**src/sv/lss_pkg.sv**
```systemverilog
// ----------------------------------------------------------------------------
// lss_pkg
// Shared types and constants for the literal substring replace stream.
// ----------------------------------------------------------------------------
package lss_pkg;

    // Byte slots in a window snapshot or a replacement string
    localparam int SLOTS  = 16;
    localparam int BYTE_W = 8;
    localparam int LEN_W  = 5;
    localparam int IDX_W  = 3;
    localparam int CFG_W  = 64;

    // Depth of the queue between front and back
    localparam int QDEPTH = 2;

    localparam logic [BYTE_W-1:0] NEWLINE = 8'h0A;

    // Configuration register indexes
    localparam logic [IDX_W-1:0] CFG_PATTERN_LO  = 3'd0;
    localparam logic [IDX_W-1:0] CFG_PATTERN_HI  = 3'd1;
    localparam logic [IDX_W-1:0] CFG_PATTERN_LEN = 3'd2;
    localparam logic [IDX_W-1:0] CFG_REPLACE_LO  = 3'd3;
    localparam logic [IDX_W-1:0] CFG_REPLACE_HI  = 3'd4;
    localparam logic [IDX_W-1:0] CFG_REPLACE_LEN = 3'd5;
    localparam logic [IDX_W-1:0] CFG_GLOBAL_MODE = 3'd6;

    // One emit command: send the first n bytes of data, byte 0 first.
    // n of zero with last set sends one marker result that carries no byte.
    typedef struct packed {
        logic [SLOTS*BYTE_W-1:0] data;
        logic [LEN_W-1:0]        n;
        logic                    last;
    } cmd_t;

endpackage

```
**src/sv/literal_substring_replace_stream.sv**
```systemverilog
// ----------------------------------------------------------------------------
// literal_substring_replace_stream
// Streaming literal substitution: replaces a literal pattern with a literal
// replacement in a byte stream, leftmost first and non-overlapping.
// ----------------------------------------------------------------------------
// The block accepts one byte per cycle and emits one result byte per cycle
// when not stalled. A byte that completes a non-matching window yields one
// result, a match yields replace_len results, and a newline or the final
// byte flushes the held window, so one input can produce up to 16 results.
// The output side is paced by the byte emitter at one result per cycle
// while m_tready is high; a two-entry command queue between classifier and
// emitter lets the input keep flowing while a result waits, and the input
// stalls only when that queue is full. Configuration must be written while
// the stream is idle; the block does not enforce this. Writing pattern_len
// discards any held bytes.
// ----------------------------------------------------------------------------
module literal_substring_replace_stream #(
    parameter int PATTERN_MAX = 16,
    parameter int REPLACE_MAX = 16
) (
    input  logic                       aclk,
    input  logic                       aresetn,
    // configuration write port
    input  logic                       cfg_wen,
    input  logic [lss_pkg::IDX_W-1:0]  cfg_index,
    input  logic [lss_pkg::CFG_W-1:0]  cfg_wdata,
    // input stream
    input  logic                       s_tvalid,
    output logic                       s_tready,
    input  logic [7:0]                 s_tdata,   // [7:0] in_byte
    input  logic                       s_tlast,   // in_last
    // result stream
    output logic                       m_tvalid,
    input  logic                       m_tready,
    output logic [7:0]                 m_tdata,   // [7:0] out_byte
    output logic                       m_tlast,   // out_last
    output logic [1:0]                 m_tuser    // [0] out_valid_byte, [1] out_stream_end
);
    import lss_pkg::*;

    logic s_fire;
    logic push;
    cmd_t push_cmd;
    logic q_valid;
    cmd_t q_cmd;
    logic q_pop;

    assign s_fire = s_tvalid && s_tready;

    // Classify input bytes
    lss_front #(
        .PATTERN_MAX(PATTERN_MAX),
        .REPLACE_MAX(REPLACE_MAX)
    ) u_front (
        .aclk     (aclk),
        .aresetn  (aresetn),
        .cfg_wen  (cfg_wen),
        .cfg_index(cfg_index),
        .cfg_wdata(cfg_wdata),
        .s_fire   (s_fire),
        .s_byte   (s_tdata),
        .s_last   (s_tlast),
        .push     (push),
        .push_cmd (push_cmd)
    );

    // Queue emit commands
    lss_fifo u_fifo (
        .aclk      (aclk),
        .aresetn   (aresetn),
        .push      (push),
        .push_cmd  (push_cmd),
        .push_ready(s_tready),
        .pop       (q_pop),
        .pop_valid (q_valid),
        .pop_cmd   (q_cmd)
    );

    // Emit result bytes
    lss_back u_back (
        .aclk     (aclk),
        .aresetn  (aresetn),
        .cmd_valid(q_valid),
        .cmd      (q_cmd),
        .cmd_pop  (q_pop),
        .m_tvalid (m_tvalid),
        .m_tready (m_tready),
        .m_tdata  (m_tdata),
        .m_tlast  (m_tlast),
        .m_tuser  (m_tuser)
    );

endmodule

```
**src/sv/lss_front.sv**
```systemverilog
// ----------------------------------------------------------------------------
// lss_front
// Holds configuration and the match window, classifies each input byte and
// issues emit commands to the queue.
// ----------------------------------------------------------------------------
module lss_front #(
    parameter int PATTERN_MAX = 16,
    parameter int REPLACE_MAX = 16
) (
    input  logic                          aclk,
    input  logic                          aresetn,
    input  logic                          cfg_wen,
    input  logic [lss_pkg::IDX_W-1:0]     cfg_index,
    input  logic [lss_pkg::CFG_W-1:0]     cfg_wdata,
    input  logic                          s_fire,
    input  logic [lss_pkg::BYTE_W-1:0]    s_byte,
    input  logic                          s_last,
    output logic                          push,
    output lss_pkg::cmd_t                 push_cmd
);
    import lss_pkg::*;

    localparam int WIN  = (PATTERN_MAX < SLOTS) ? PATTERN_MAX : SLOTS;
    localparam int RMAX = (REPLACE_MAX < SLOTS) ? REPLACE_MAX : SLOTS;
    localparam int RST  = (RMAX < 1) ? 1 : RMAX;
    localparam logic [LEN_W-1:0] WIN_LEN  = LEN_W'(WIN);
    localparam logic [LEN_W-1:0] RMAX_LEN = LEN_W'(RMAX);

    logic [BYTE_W-1:0] pat_reg [WIN];
    logic [BYTE_W-1:0] rep_reg [RST];
    logic [BYTE_W-1:0] win_reg [WIN];
    logic [LEN_W-1:0]  plen_cfg_reg;
    logic [LEN_W-1:0]  rlen_cfg_reg;
    logic              gmode_reg;
    logic [LEN_W-1:0]  count_reg;
    logic [LEN_W-1:0]  count_next;
    logic              line_rep_reg;
    logic              line_rep_next;

    logic [BYTE_W-1:0]       win_app [SLOTS];
    logic [SLOTS*BYTE_W-1:0] win_vec;
    logic [SLOTS*BYTE_W-1:0] rep_vec;
    logic [SLOTS-1:0]        match_bits;
    logic [LEN_W-1:0]        plen;
    logic [LEN_W-1:0]        rlen;
    logic [LEN_W-1:0]        cnt1;
    logic                    flush_line;
    logic                    full;
    logic                    hit;
    logic                    nl;
    logic                    shift;

    // Pattern bytes, one register per byte
    genvar g;
    for (g = 0; g < WIN; g++) begin : g_pat
        always_ff @(posedge aclk) begin
            if (!aresetn) begin
                pat_reg[g] <= '0;
            end else if (cfg_wen) begin
                if (g < 8 && cfg_index == CFG_PATTERN_LO) begin
                    pat_reg[g] <= cfg_wdata[BYTE_W*(g & 7) +: BYTE_W];
                end else if (g >= 8 && cfg_index == CFG_PATTERN_HI) begin
                    pat_reg[g] <= cfg_wdata[BYTE_W*(g & 7) +: BYTE_W];
                end
            end
        end
    end

    // Replacement bytes
    for (g = 0; g < RST; g++) begin : g_rep
        always_ff @(posedge aclk) begin
            if (!aresetn) begin
                rep_reg[g] <= '0;
            end else if (cfg_wen) begin
                if (g < 8 && cfg_index == CFG_REPLACE_LO) begin
                    rep_reg[g] <= cfg_wdata[BYTE_W*(g & 7) +: BYTE_W];
                end else if (g >= 8 && cfg_index == CFG_REPLACE_HI) begin
                    rep_reg[g] <= cfg_wdata[BYTE_W*(g & 7) +: BYTE_W];
                end
            end
        end
    end

    // Scalar configuration registers
    always_ff @(posedge aclk) begin
        if (!aresetn) begin
            plen_cfg_reg <= LEN_W'(1);
            rlen_cfg_reg <= '0;
            gmode_reg    <= 1'b0;
        end else if (cfg_wen) begin
            unique case (cfg_index)
                CFG_PATTERN_LEN: plen_cfg_reg <= cfg_wdata[LEN_W-1:0];
                CFG_REPLACE_LEN: rlen_cfg_reg <= cfg_wdata[LEN_W-1:0];
                CFG_GLOBAL_MODE: gmode_reg    <= cfg_wdata[0];
                default: ;
            endcase
        end
    end

    // Window with the new byte appended at the fill position
    for (g = 0; g < SLOTS; g++) begin : g_app
        if (g < WIN) begin : g_in
            assign win_app[g]    = (count_reg == LEN_W'(g)) ? s_byte : win_reg[g];
            assign match_bits[g] = (LEN_W'(g) >= plen) || (win_app[g] == pat_reg[g]);
        end else begin : g_out
            assign win_app[g]    = '0;
            assign match_bits[g] = 1'b1;
        end
        assign win_vec[BYTE_W*g +: BYTE_W] = win_app[g];
        if (g < RMAX) begin : g_rv
            assign rep_vec[BYTE_W*g +: BYTE_W] = rep_reg[g];
        end else begin : g_rz
            assign rep_vec[BYTE_W*g +: BYTE_W] = '0;
        end
    end

    // Saturate the configured lengths
    always_comb begin
        if (plen_cfg_reg == '0) begin
            plen = LEN_W'(1);
        end else if (plen_cfg_reg > WIN_LEN) begin
            plen = WIN_LEN;
        end else begin
            plen = plen_cfg_reg;
        end
        rlen = (rlen_cfg_reg > RMAX_LEN) ? RMAX_LEN : rlen_cfg_reg;
    end

    // Classify the byte and build the emit command
    always_comb begin
        cnt1          = count_reg + LEN_W'(1);
        flush_line    = line_rep_reg && !gmode_reg;
        full          = (cnt1 == plen);
        hit           = full && (&match_bits);
        nl            = (s_byte == NEWLINE) || s_last;
        push_cmd.data = win_vec;
        push_cmd.n    = '0;
        push_cmd.last = s_last;
        shift         = 1'b0;
        count_next    = cnt1;
        line_rep_next = line_rep_reg;
        priority if (flush_line) begin
            push_cmd.n = cnt1;
            count_next = '0;
        end else if (hit) begin
            push_cmd.data = rep_vec;
            push_cmd.n    = rlen;
            count_next    = '0;
            line_rep_next = 1'b1;
        end else if (full) begin
            if (nl) begin
                push_cmd.n = cnt1;
                count_next = '0;
            end else begin
                push_cmd.n = LEN_W'(1);
                shift      = 1'b1;
                count_next = count_reg;
            end
        end else if (nl) begin
            push_cmd.n = cnt1;
            count_next = '0;
        end
        if (nl) begin
            line_rep_next = 1'b0;
        end
        push = s_fire && ((push_cmd.n != '0) || s_last);
    end

    // Window storage: shift out the oldest byte on a miss, else append
    for (g = 0; g < WIN; g++) begin : g_win
        logic [BYTE_W-1:0] up;
        if (g < WIN - 1) begin : g_up
            assign up = win_app[g+1];
        end else begin : g_top
            assign up = win_app[g];
        end
        always_ff @(posedge aclk) begin
            if (s_fire) begin
                win_reg[g] <= shift ? up : win_app[g];
            end
        end
    end

    // Fill count and per-line flag; a pattern length write drops held bytes
    always_ff @(posedge aclk) begin
        if (!aresetn) begin
            count_reg    <= '0;
            line_rep_reg <= 1'b0;
        end else if (cfg_wen && cfg_index == CFG_PATTERN_LEN) begin
            count_reg <= '0;
        end else if (s_fire) begin
            count_reg    <= count_next;
            line_rep_reg <= line_rep_next;
        end
    end

endmodule

```
**src/sv/lss_fifo.sv**
```systemverilog
// ----------------------------------------------------------------------------
// lss_fifo
// Short command queue that decouples the classifier from the byte emitter.
// ----------------------------------------------------------------------------
module lss_fifo (
    input  logic          aclk,
    input  logic          aresetn,
    input  logic          push,
    input  lss_pkg::cmd_t push_cmd,
    output logic          push_ready,
    input  logic          pop,
    output logic          pop_valid,
    output lss_pkg::cmd_t pop_cmd
);
    import lss_pkg::*;

    localparam int PW = (QDEPTH > 1) ? $clog2(QDEPTH) : 1;
    localparam int CW = $clog2(QDEPTH + 1);

    cmd_t          mem_reg [QDEPTH];
    logic [PW-1:0] wr_ptr_reg;
    logic [PW-1:0] rd_ptr_reg;
    logic [CW-1:0] cnt_reg;
    logic          do_push;
    logic          do_pop;

    assign push_ready = (cnt_reg != CW'(QDEPTH));
    assign pop_valid  = (cnt_reg != '0);
    assign pop_cmd    = mem_reg[rd_ptr_reg];
    assign do_push    = push && push_ready;
    assign do_pop     = pop && pop_valid;

    // Store the incoming command
    always_ff @(posedge aclk) begin
        if (do_push) begin
            mem_reg[wr_ptr_reg] <= push_cmd;
        end
    end

    // Advance pointers and occupancy
    always_ff @(posedge aclk) begin
        if (!aresetn) begin
            wr_ptr_reg <= '0;
            rd_ptr_reg <= '0;
            cnt_reg    <= '0;
        end else begin
            if (do_push) begin
                wr_ptr_reg <= (wr_ptr_reg == PW'(QDEPTH - 1)) ? '0 : wr_ptr_reg + PW'(1);
            end
            if (do_pop) begin
                rd_ptr_reg <= (rd_ptr_reg == PW'(QDEPTH - 1)) ? '0 : rd_ptr_reg + PW'(1);
            end
            if (do_push && !do_pop) begin
                cnt_reg <= cnt_reg + CW'(1);
            end else if (do_pop && !do_push) begin
                cnt_reg <= cnt_reg - CW'(1);
            end
        end
    end

endmodule

```
**src/sv/lss_back.sv**
```systemverilog
// ----------------------------------------------------------------------------
// lss_back
// Byte emitter: expands one command into result items, one per cycle unless m_tready stalls.
// ----------------------------------------------------------------------------
module lss_back (
    input  logic                       aclk,
    input  logic                       aresetn,
    input  logic                       cmd_valid,
    input  lss_pkg::cmd_t              cmd,
    output logic                       cmd_pop,
    output logic                       m_tvalid,
    input  logic                       m_tready,
    output logic [lss_pkg::BYTE_W-1:0] m_tdata,
    output logic                       m_tlast,
    output logic [1:0]                 m_tuser
);
    import lss_pkg::*;

    logic                    valid_reg;
    logic [SLOTS*BYTE_W-1:0] data_reg;
    logic [LEN_W-1:0]        rem_reg;
    logic                    last_reg;
    logic                    final_beat;
    logic                    done;

    assign final_beat = (rem_reg <= LEN_W'(1));
    assign done       = !valid_reg || (m_tready && final_beat);
    assign cmd_pop    = done && cmd_valid;

    // Drive the current result; a marker carries a zero byte
    assign m_tvalid   = valid_reg;
    assign m_tdata    = (rem_reg == '0) ? '0 : data_reg[BYTE_W-1:0];
    assign m_tlast    = final_beat;
    assign m_tuser[0] = (rem_reg != '0);
    assign m_tuser[1] = last_reg && final_beat;

    always_ff @(posedge aclk) begin
        if (!aresetn) begin
            valid_reg <= 1'b0;
        end else if (done) begin
            valid_reg <= cmd_valid;
        end
    end

    // Load the next command or shift to the next byte
    always_ff @(posedge aclk) begin
        if (cmd_pop) begin
            data_reg <= cmd.data;
            rem_reg  <= cmd.n;
            last_reg <= cmd.last;
        end else if (valid_reg && m_tready && !final_beat) begin
            data_reg <= data_reg >> BYTE_W;
            rem_reg  <= rem_reg - LEN_W'(1);
        end
    end

endmodule
```
**config.mk**
```make
export PLATFORM = sky130hd
export DESIGN_NAME = literal_substring_replace_stream
export DESIGN_NICKNAME = d
export VERILOG_FILES = /design/src/sv/lss_pkg.sv /design/src/sv/literal_substring_replace_stream.sv /design/src/sv/lss_front.sv /design/src/sv/lss_fifo.sv /design/src/sv/lss_back.sv
export SDC_FILE = /design/constraint.sdc
export NUM_CORES = 1
export LEC_CHECK = 0
export BUFFER_PORTS_ARGS = -buffer_cell sky130_fd_sc_hd__clkbuf_2
export CAP_MARGIN = 20
export CORE_MARGIN = 2
export CORE_UTILIZATION = 50
export CTS_CLUSTER_SIZE = 16
export DETAILED_ROUTE_END_ITERATION = 7
export PLACE_DENSITY = 0.66
export SKIP_LAST_GASP = 1
export SYNTH_ARGS = -nofsm -noshare
export SYNTH_HDL_FRONTEND = slang
export SYNTH_SLANG_ARGS = --single-unit
```
**constraint.sdc**
```tcl
create_clock -name aclk -period 13.1 [get_ports aclk]
set_clock_uncertainty 0.1 [all_clocks]
set_input_delay 0.655 -clock aclk [delete_from_list [all_inputs] [get_ports aclk]]
set_output_delay 0.655 -clock aclk [all_outputs]
set_load 0.1 [all_outputs]
```
Word-level counts from Yosys, hierarchy flattened
Memory sizes are Yosys's and may differ from the RTL's. A register that Yosys moved wholly into a read port is not among the register bits.
Cells that the tools add are included.
{ "classes": {"addsub": 6, "magnitude_cmp": 19, "eq_ne": 42, "muxes": 117, "bitwise": 34, "n_reduce_logical": 55} }
{ "ops": {"columns": ["cell", "count"], "rows": [
  ["$mux W128", 4],
  ["$mux W8", 64],
  ["$eq A8 B8 Y1", 16],
  ["$mux W5", 15],
  ["$eq A5 B4 Y1 const B", 8],
  ["$ge A4 B5 Y1 const A", 8],
  ["$mux W1", 32],
  ["$or A1 B1 Y1", 32],
  ["$eq A5 B3 Y1 const B", 4],
  ["$ge A3 B5 Y1 const A", 4],
  ["$logic_or A1 B1 Y1", 19],
  ["$reduce_and A16 Y1", 1],
  ["$logic_not A5 Y1", 3],
  ["$logic_and A1 B1 Y1", 14],
  ["$eq A5 B2 Y1 const B", 2],
  ["$ge A1 B5 Y1 const A", 2],
  ["$ge A2 B5 Y1 const A", 2],
  ["$gt A5 B5 Y1 const B", 2],
  ["$reduce_bool A5 Y1", 2],
  ["$eq A3 B3 Y1 const B", 3],
  ["$eq A8 B4 Y1 const B", 1],
  ["$reduce_and A2 Y1", 4],
  ["$reduce_bool A2 Y1", 4],
  ["$eq A3 B2 Y1 const B", 2],
  ["17 further kinds", 25]
]} }
{ "word_totals": {"regBits": 156, "mem_bits_rw": 652, "inputBits": 81, "output_inout_bits": 13, "wordCells": 289, "memories": 4} }
{ "memory_table": {"columns": ["memory", "words", "word_bits", "read_ports", "rd_ports_with_merged_regs", "wr", "line_no", "source"], "rows": [
  ["u_fifo.mem_reg", 2, 134, 1, 1, 1, "lss_fifo.sv:20", "cmd_t mem_reg [QDEPTH];"],
  ["u_front.pat_reg", 16, 8, 16, 0, 16, "lss_front.sv:29", "logic [BYTE_W-1:0] pat_reg [WIN];"],
  ["u_front.rep_reg", 16, 8, 16, 0, 16, "lss_front.sv:30", "logic [BYTE_W-1:0] rep_reg [RST];"],
  ["u_front.win_reg", 16, 8, 16, 0, 16, "lss_front.sv:31", "logic [BYTE_W-1:0] win_reg [WIN];"]
]} }

Longest topological paths before layout
{ "logic_depth": {"ltp_word": 17, "depth_mapped": 19, "depth_no_buf": 17} }

Hierarchy
Synthesis repeated with hierarchy kept, for this count alone.
{ "hier_totals": {"cells_unflattened": 2993, "area_unflattened_um2": 39186.3} }
{ "by_module_without_submodules": {"columns": ["module", "n_inst", "cells_each", "area_per_inst_um2", "seq_area_each_um2"], "rows": [
  ["lss_front", 1, 2231, 22869.4, 11871.4],
  ["lss_fifo", 1, 441, 10149.7, 8147.8],
  ["lss_back", 1, 320, 6160.9, 4043.9],
  ["literal_substring_replace_stream", 1, 1, 6.3, 0.0]
]} }

Worst setup path before layout
Ideal clock, no wire load.
{ "synth_path": {"path_type": "register to register", "startpoint": "reg u_back.rem_reg[1]", "endpoint": "reg u_back.data_reg[0] (enable)", "setup_time_ns": 1.859, "arrival_time_ns": 11.954, "required_time_ns": 11.141, "setup_slack_ns": -0.813, "stages_incl_launch_ff": 6, "path_buffers": 0, "period_less_slack_ns": 13.913, "path_cell_list": "edfxtp_1 inv_1 ha_1 a21oi_1 nor4_1 o21ai_0"} }
{ "synth_between": {"elab_chain_cells": 5, "word_cells_on_any_way": 7, "classes_between": "1 x order compare; 6 x reduce/logical"} }
{ "synth_rtl": {"columns": ["item", "line_no", "source"], "rows": [
  ["start: declaration", "lss_back.sv:21", "logic [LEN_W-1:0] rem_reg;"],
  ["start signal: assignment", "lss_back.sv:49", "rem_reg <= cmd.n;"],
  ["start signal: assignment", "lss_back.sv:53", "rem_reg <= rem_reg - LEN_W'(1);"],
  ["$le A5 B1 Y1 *", "lss_back.sv:26", "assign final_beat = (rem_reg <= LEN_W'(1));"],
  ["net m_tlast", "literal_substring_replace_stream.sv:36", "output logic m_tlast,"],
  ["$logic_and A1 B1 Y1", "lss_back.sv:27", "assign done = !valid_reg || (m_tready && final_beat);"],
  ["$logic_or A1 B1 Y1", "lss_back.sv:27", null],
  ["$logic_and A1 B1 Y1", "lss_back.sv:28", "assign cmd_pop = done && cmd_valid;"],
  ["$reduce_bool A2 Y1 (no line) *", null, null],
  ["end signal: assignment", "lss_back.sv:48", "data_reg <= cmd.data;"],
  ["end signal: assignment", "lss_back.sv:52", "data_reg <= data_reg >> BYTE_W;"],
  ["end: declaration", "lss_back.sv:20", "logic [SLOTS*BYTE_W-1:0] data_reg;"]
]} }
The timed path passes the listed nets; every way through them passes the cells marked *.
A chain may end at the register's enable or synchronous reset.

Final worst setup path
{ "layout_path": {"startpoint": "reg u_front.count_reg[0]", "endpoint": "mem u_fifo.mem_reg[1][116] (netlist bit) (enable)"} }
{ "layout_between": {"elab_chain_cells": 14, "word_cells_on_any_way": 79, "classes_between": "1 x add/sub; 32 x eq/ne; 23 x mux; 23 x reduce/logical"} }
{ "layout_rtl": {"columns": ["item", "line_no", "source"], "rows": [
  ["start: declaration", "lss_front.sv:35", "logic [LEN_W-1:0] count_reg;"],
  ["start signal: assignment", "lss_front.sv:192", "count_reg <= count_next;"],
  ["$eq A5 B1 Y1, or another cell as far along", "lss_front.sv:103", "assign win_app[g] = (count_reg == LEN_W'(g)) ? s_byte : win_reg[g];"],
  ["$mux W8", "lss_front.sv:103", null],
  ["$eq A8 B8 Y1", "lss_front.sv:104", "assign match_bits[g] = (LEN_W'(g) >= plen) || (win_app[g] == pat_reg[g]);"],
  ["$logic_or A1 B1 Y1", "lss_front.sv:104", null],
  ["$reduce_and A16 Y1", "lss_front.sv:134", "hit = full && (&match_bits);"],
  ["$logic_and A1 B1 Y1", "lss_front.sv:134", null],
  ["$mux W5", "lss_front.sv:145", "end else if (hit) begin"],
  ["$mux W5 *", "lss_front.sv:142", "priority if (flush_line) begin"],
  ["$reduce_bool A5 Y1 *", "lss_front.sv:166", "push = s_fire && ((push_cmd.n != '0) || s_last);"],
  ["$logic_or A1 B1 Y1 *", "lss_front.sv:166", null],
  ["$logic_and A1 B1 Y1 *", "lss_front.sv:166", null],
  ["$logic_and A1 B1 Y1 *", "lss_fifo.sv:30", "assign do_push = push && push_ready;"],
  ["net u_fifo.do_push", "lss_fifo.sv:24", "logic do_push;"],
  ["$mux W1 *", "lss_fifo.sv:35", "if (do_push) begin"],
  ["$mux W1 (implied by the code) *", "lss_fifo.sv:36", "mem_reg[wr_ptr_reg] <= push_cmd;"],
  ["end: declaration", "lss_fifo.sv:20", null]
]} }
Marks and branches as above.

==> flow_summary.toml <==
[outcome]
status = "complete, no violations"

[detailed_routing]
vias = 25800
post_drt_wl_per_cell_um = 27.8
ant_nets = 0
drt_first_pass_iters = 6
routed_wl_um = 116000
drt_iter0_drc = 3221
viasPerCell = 6.18
drc = 0

[placed_design]
port_buffers = 93
hpwl_um = 77400
place_congestion = 0.976

[setup_path]
critPathLaunch = "u_front.count_reg[0]"
worstReg2RegStart = "u_front.count_reg[0]"
crit_path_start_kind = "flip-flop"
r2r_cells = 13
cp.arrival_ns = 7.32
crit_fanout = 52
cp_slowest_stage_delay_ns = 0.85
crit_type = "flip-flop to flip-flop"
crit_path_end_kind = "flip-flop"
crit_chain = "ha_1 -> or4b_1 -> mux2i_1 -> xnor2_1 -> a211oi_1 -> a31oi_1 -> and3_1 -> nor4_4 -> nand3_4 -> mux2_2 -> a21oi_2 -> and2_4 -> buf_4"
crit_end = "u_fifo.mem_reg[1][116]"
ff2ff_setup_slack_ns = 5.95
r2r-end = "u_fifo.mem_reg[1][116]"
cp_data_required_time_ns = 13.27
critPathSlowestCell = "a211oi_1"

[clocking]
cts.sinks = 809
cts_resized = 0
numCtsBuffers = 87
clockBufferDepth = 3
cts_tree = "done"
clkLatencyLatePin_ns = 0.65
path_clk_slew_ns = 0.06
clockRootBuffer = "clkbuf_16"
cts_hold_buffers = 0
cts_setup_buffers = 0
h-tree-depth = 3

[sta]
slew_headroom_pct = 21.8
worst_pin_slew_ns = 1.17
period_share_pct = 54.5
finalSetupTns_ns = 0
fmax_ghz = 0.140
hold_slack_ns = 0.218
slew_violations = 0
setup_violations = 0
period_needed_ns = 7.15
rsz0062_at_grt = "false"
hold_viol_final = 0

[final_layout]
fillers = 6097
largest_register_ffs = 268
drive_above_1_share_pct = 10.9
fin_nets = 3227
area_growth_pct = 11.7
diodes = 0

[yosys]
yosysWarningCount = 0
ys_seq_area_share_pct = 63.7
synth.distinct_cells = 79
syn_nets = 3192
synth_seq_cells = 809
async_flop_share_pct = 0
synth-edff-count = 786
synth_top_area_share_pct = 62.5
synth_ff_type = "edfxtp_1"
syn_area_um2 = 37800
netlist_top_cells_area = "edfxtp_1, mux2i_1, nor2_1, and2_1, a21oi_1"
syn_inst = 3103
synth_most_common_cell = "edfxtp_1"
synth_largest_area_cell = "edfxtp_1"
synth_common_cells = "edfxtp_1, nor2_1, and2_1"
syn_area_per_cell_um2 = 12.2

[die]
fp.dieH_um = 279
design.core.area_um2 = 74600
die_x_um = 279
initial_core_util_pct = 50.6
io_pins = 94
die_area_um2 = 77700
rows = 100

[power_and_ir_drop]
p_sw_w = 0.00260
total_power_w = 0.00822
peakVddDrop_v = 0.000200
pwr-share-clk_pct = 31.7
power_density_nw_per_um2 = 195
p_sw_share_pct = 31.6
share_comb_of_total_power_pct = 20.7
power_frac_seq_pct = 47.7
intPower_w = 0.00562
p_leak_nw = 15.2

[global_routing]
gr-total-overflow = 0
grtUsageTotal_pct = 29.7
antenna_found_initial = 4
grt_first_pass_wirelength_um = 169000
grt_start_max_net_pins = 135
grt_pass1_vias = 25000

[worst_hold_path]
hp-class = "input port to flip-flop"

[job]
maxCapViolCount = 0
-- final cells by class --
type	instances	area (µm²)	share of cell area (%)
Clock buffer	106	2280	5.40
Sequential cell	809	24100	57.1
Clock inverter	52	727	1.72
Multi-Input combinational cell	2006	12700	30.1
Tap cell	969	1210	2.87
Timing Repair Buffer	140	860	2.04
Inverter	94	355	0.842
-- stage by stage --
stage	setup WS [ns]	utilization [%]	std cells	area (µm²)
detailed placement	6.10	52.5	4015	39100
CTS	6.08	56.5	4173	42100
global route	5.56	56.6	4176	42200
floorplan	1.80	-	3103	37800
global placement	6.26	52.5	4015	39100
finish	5.95	56.6	4176	42200
-- power by group through the flow --
stage	clock, W	sequential, W	combinational (W)
floorplan	0	0.00392	0.00111
global placement	0	0.00395	0.00167
detailed placement	0	0.00396	0.00170
CTS	0.00263	0.00391	0.00171
global route	0.00273	0.00395	0.00184
finish	0.00260	0.00392	0.00170
-- cell families (layout without fill, tap and decap cells) --
group           after synthesis  count (layout)  synth area share [%]
fa+ha+maj                     8               8                 0.265
xor+xnor                    100             100                  2.32
buf+inv                     288             392                  3.15
simple gates               1064            1064                  14.0
mux                         256             256                  7.24
compound gates              578             578                  9.31
flops                       809             809                  63.7
-- per-layer routing --
layer | vias up | global-route usage [%] | wire [µm]
li1 | 11400 | - | -
met1 | 12700 | 40.8 | 47300
met2 | 1424 | 46.6 | 53400
met3 | 261 | 4.68 | 9490
met4 | 2 | 14.1 | 5970
met5 | - | 0 | 16
-- cells in the final DEF, fill, tap and decap left out, drive strengths merged, types with 5 or more instances in the layout --
master    count
buf          46
a211oi        7
nor4         12
o2111ai      12
and3          7
clkinvlp      6
or3           8
bufinv       16
and2        262
or2          23
nor2b        37
or4           6
edfxtp      786
clkbuf      200
dfxtp        23
a21oi       198
nand2b       19
o221ai        9
a221oi       25
a2111oi      20
nand3        17
o22ai       118
xnor2        45
nor2        443
clkinv       29
xor2         55
nor4b         5
nand4        10
nor3         21
ha            8
nand2       171
a222oi        6
mux2i       253
a22oi         5
inv          95
o21ai       146
-- critical path: cells and delay by family, from the launching register on --
| kind | cells | cell delay, ns |
|---|---|---|
| and+or+nand+nor | 5 | 2.61 |
| DFF | 1 | 0.46 |
| adders and majority gates | 1 | 0.40 |
| muxes | 2 | 0.97 |
| buffers and inverters | 1 | 0.73 |
| xor gates and xnor gates | 1 | 0.11 |
| AOI/OAI and AO/OA | 3 | 1.32 |
-- how the worst min path moves through the flow --
stage / start / end / slack, ns / cells past startpoint
2_1_floorplan: u_fifo.wr_ptr_reg / u_fifo.wr_ptr_reg / 0.35 / 2
3_3_place_gp: u_front.count_reg[1] / u_front.count_reg[1] / 0.39 / 2
3_5_place_dp: u_front.count_reg[1] / u_front.count_reg[1] / 0.41 / 2
4_1_cts: cfg_wdata[51] / u_front.pat_reg[1][51] / 0.20 / 2
5_1_grt: cfg_wdata[51] / u_front.pat_reg[1][51] / 0.23 / 2
6_report: cfg_wdata[51] / u_front.pat_reg[1][51] / 0.22 / 2
Power figures use the tool's default switching activity.
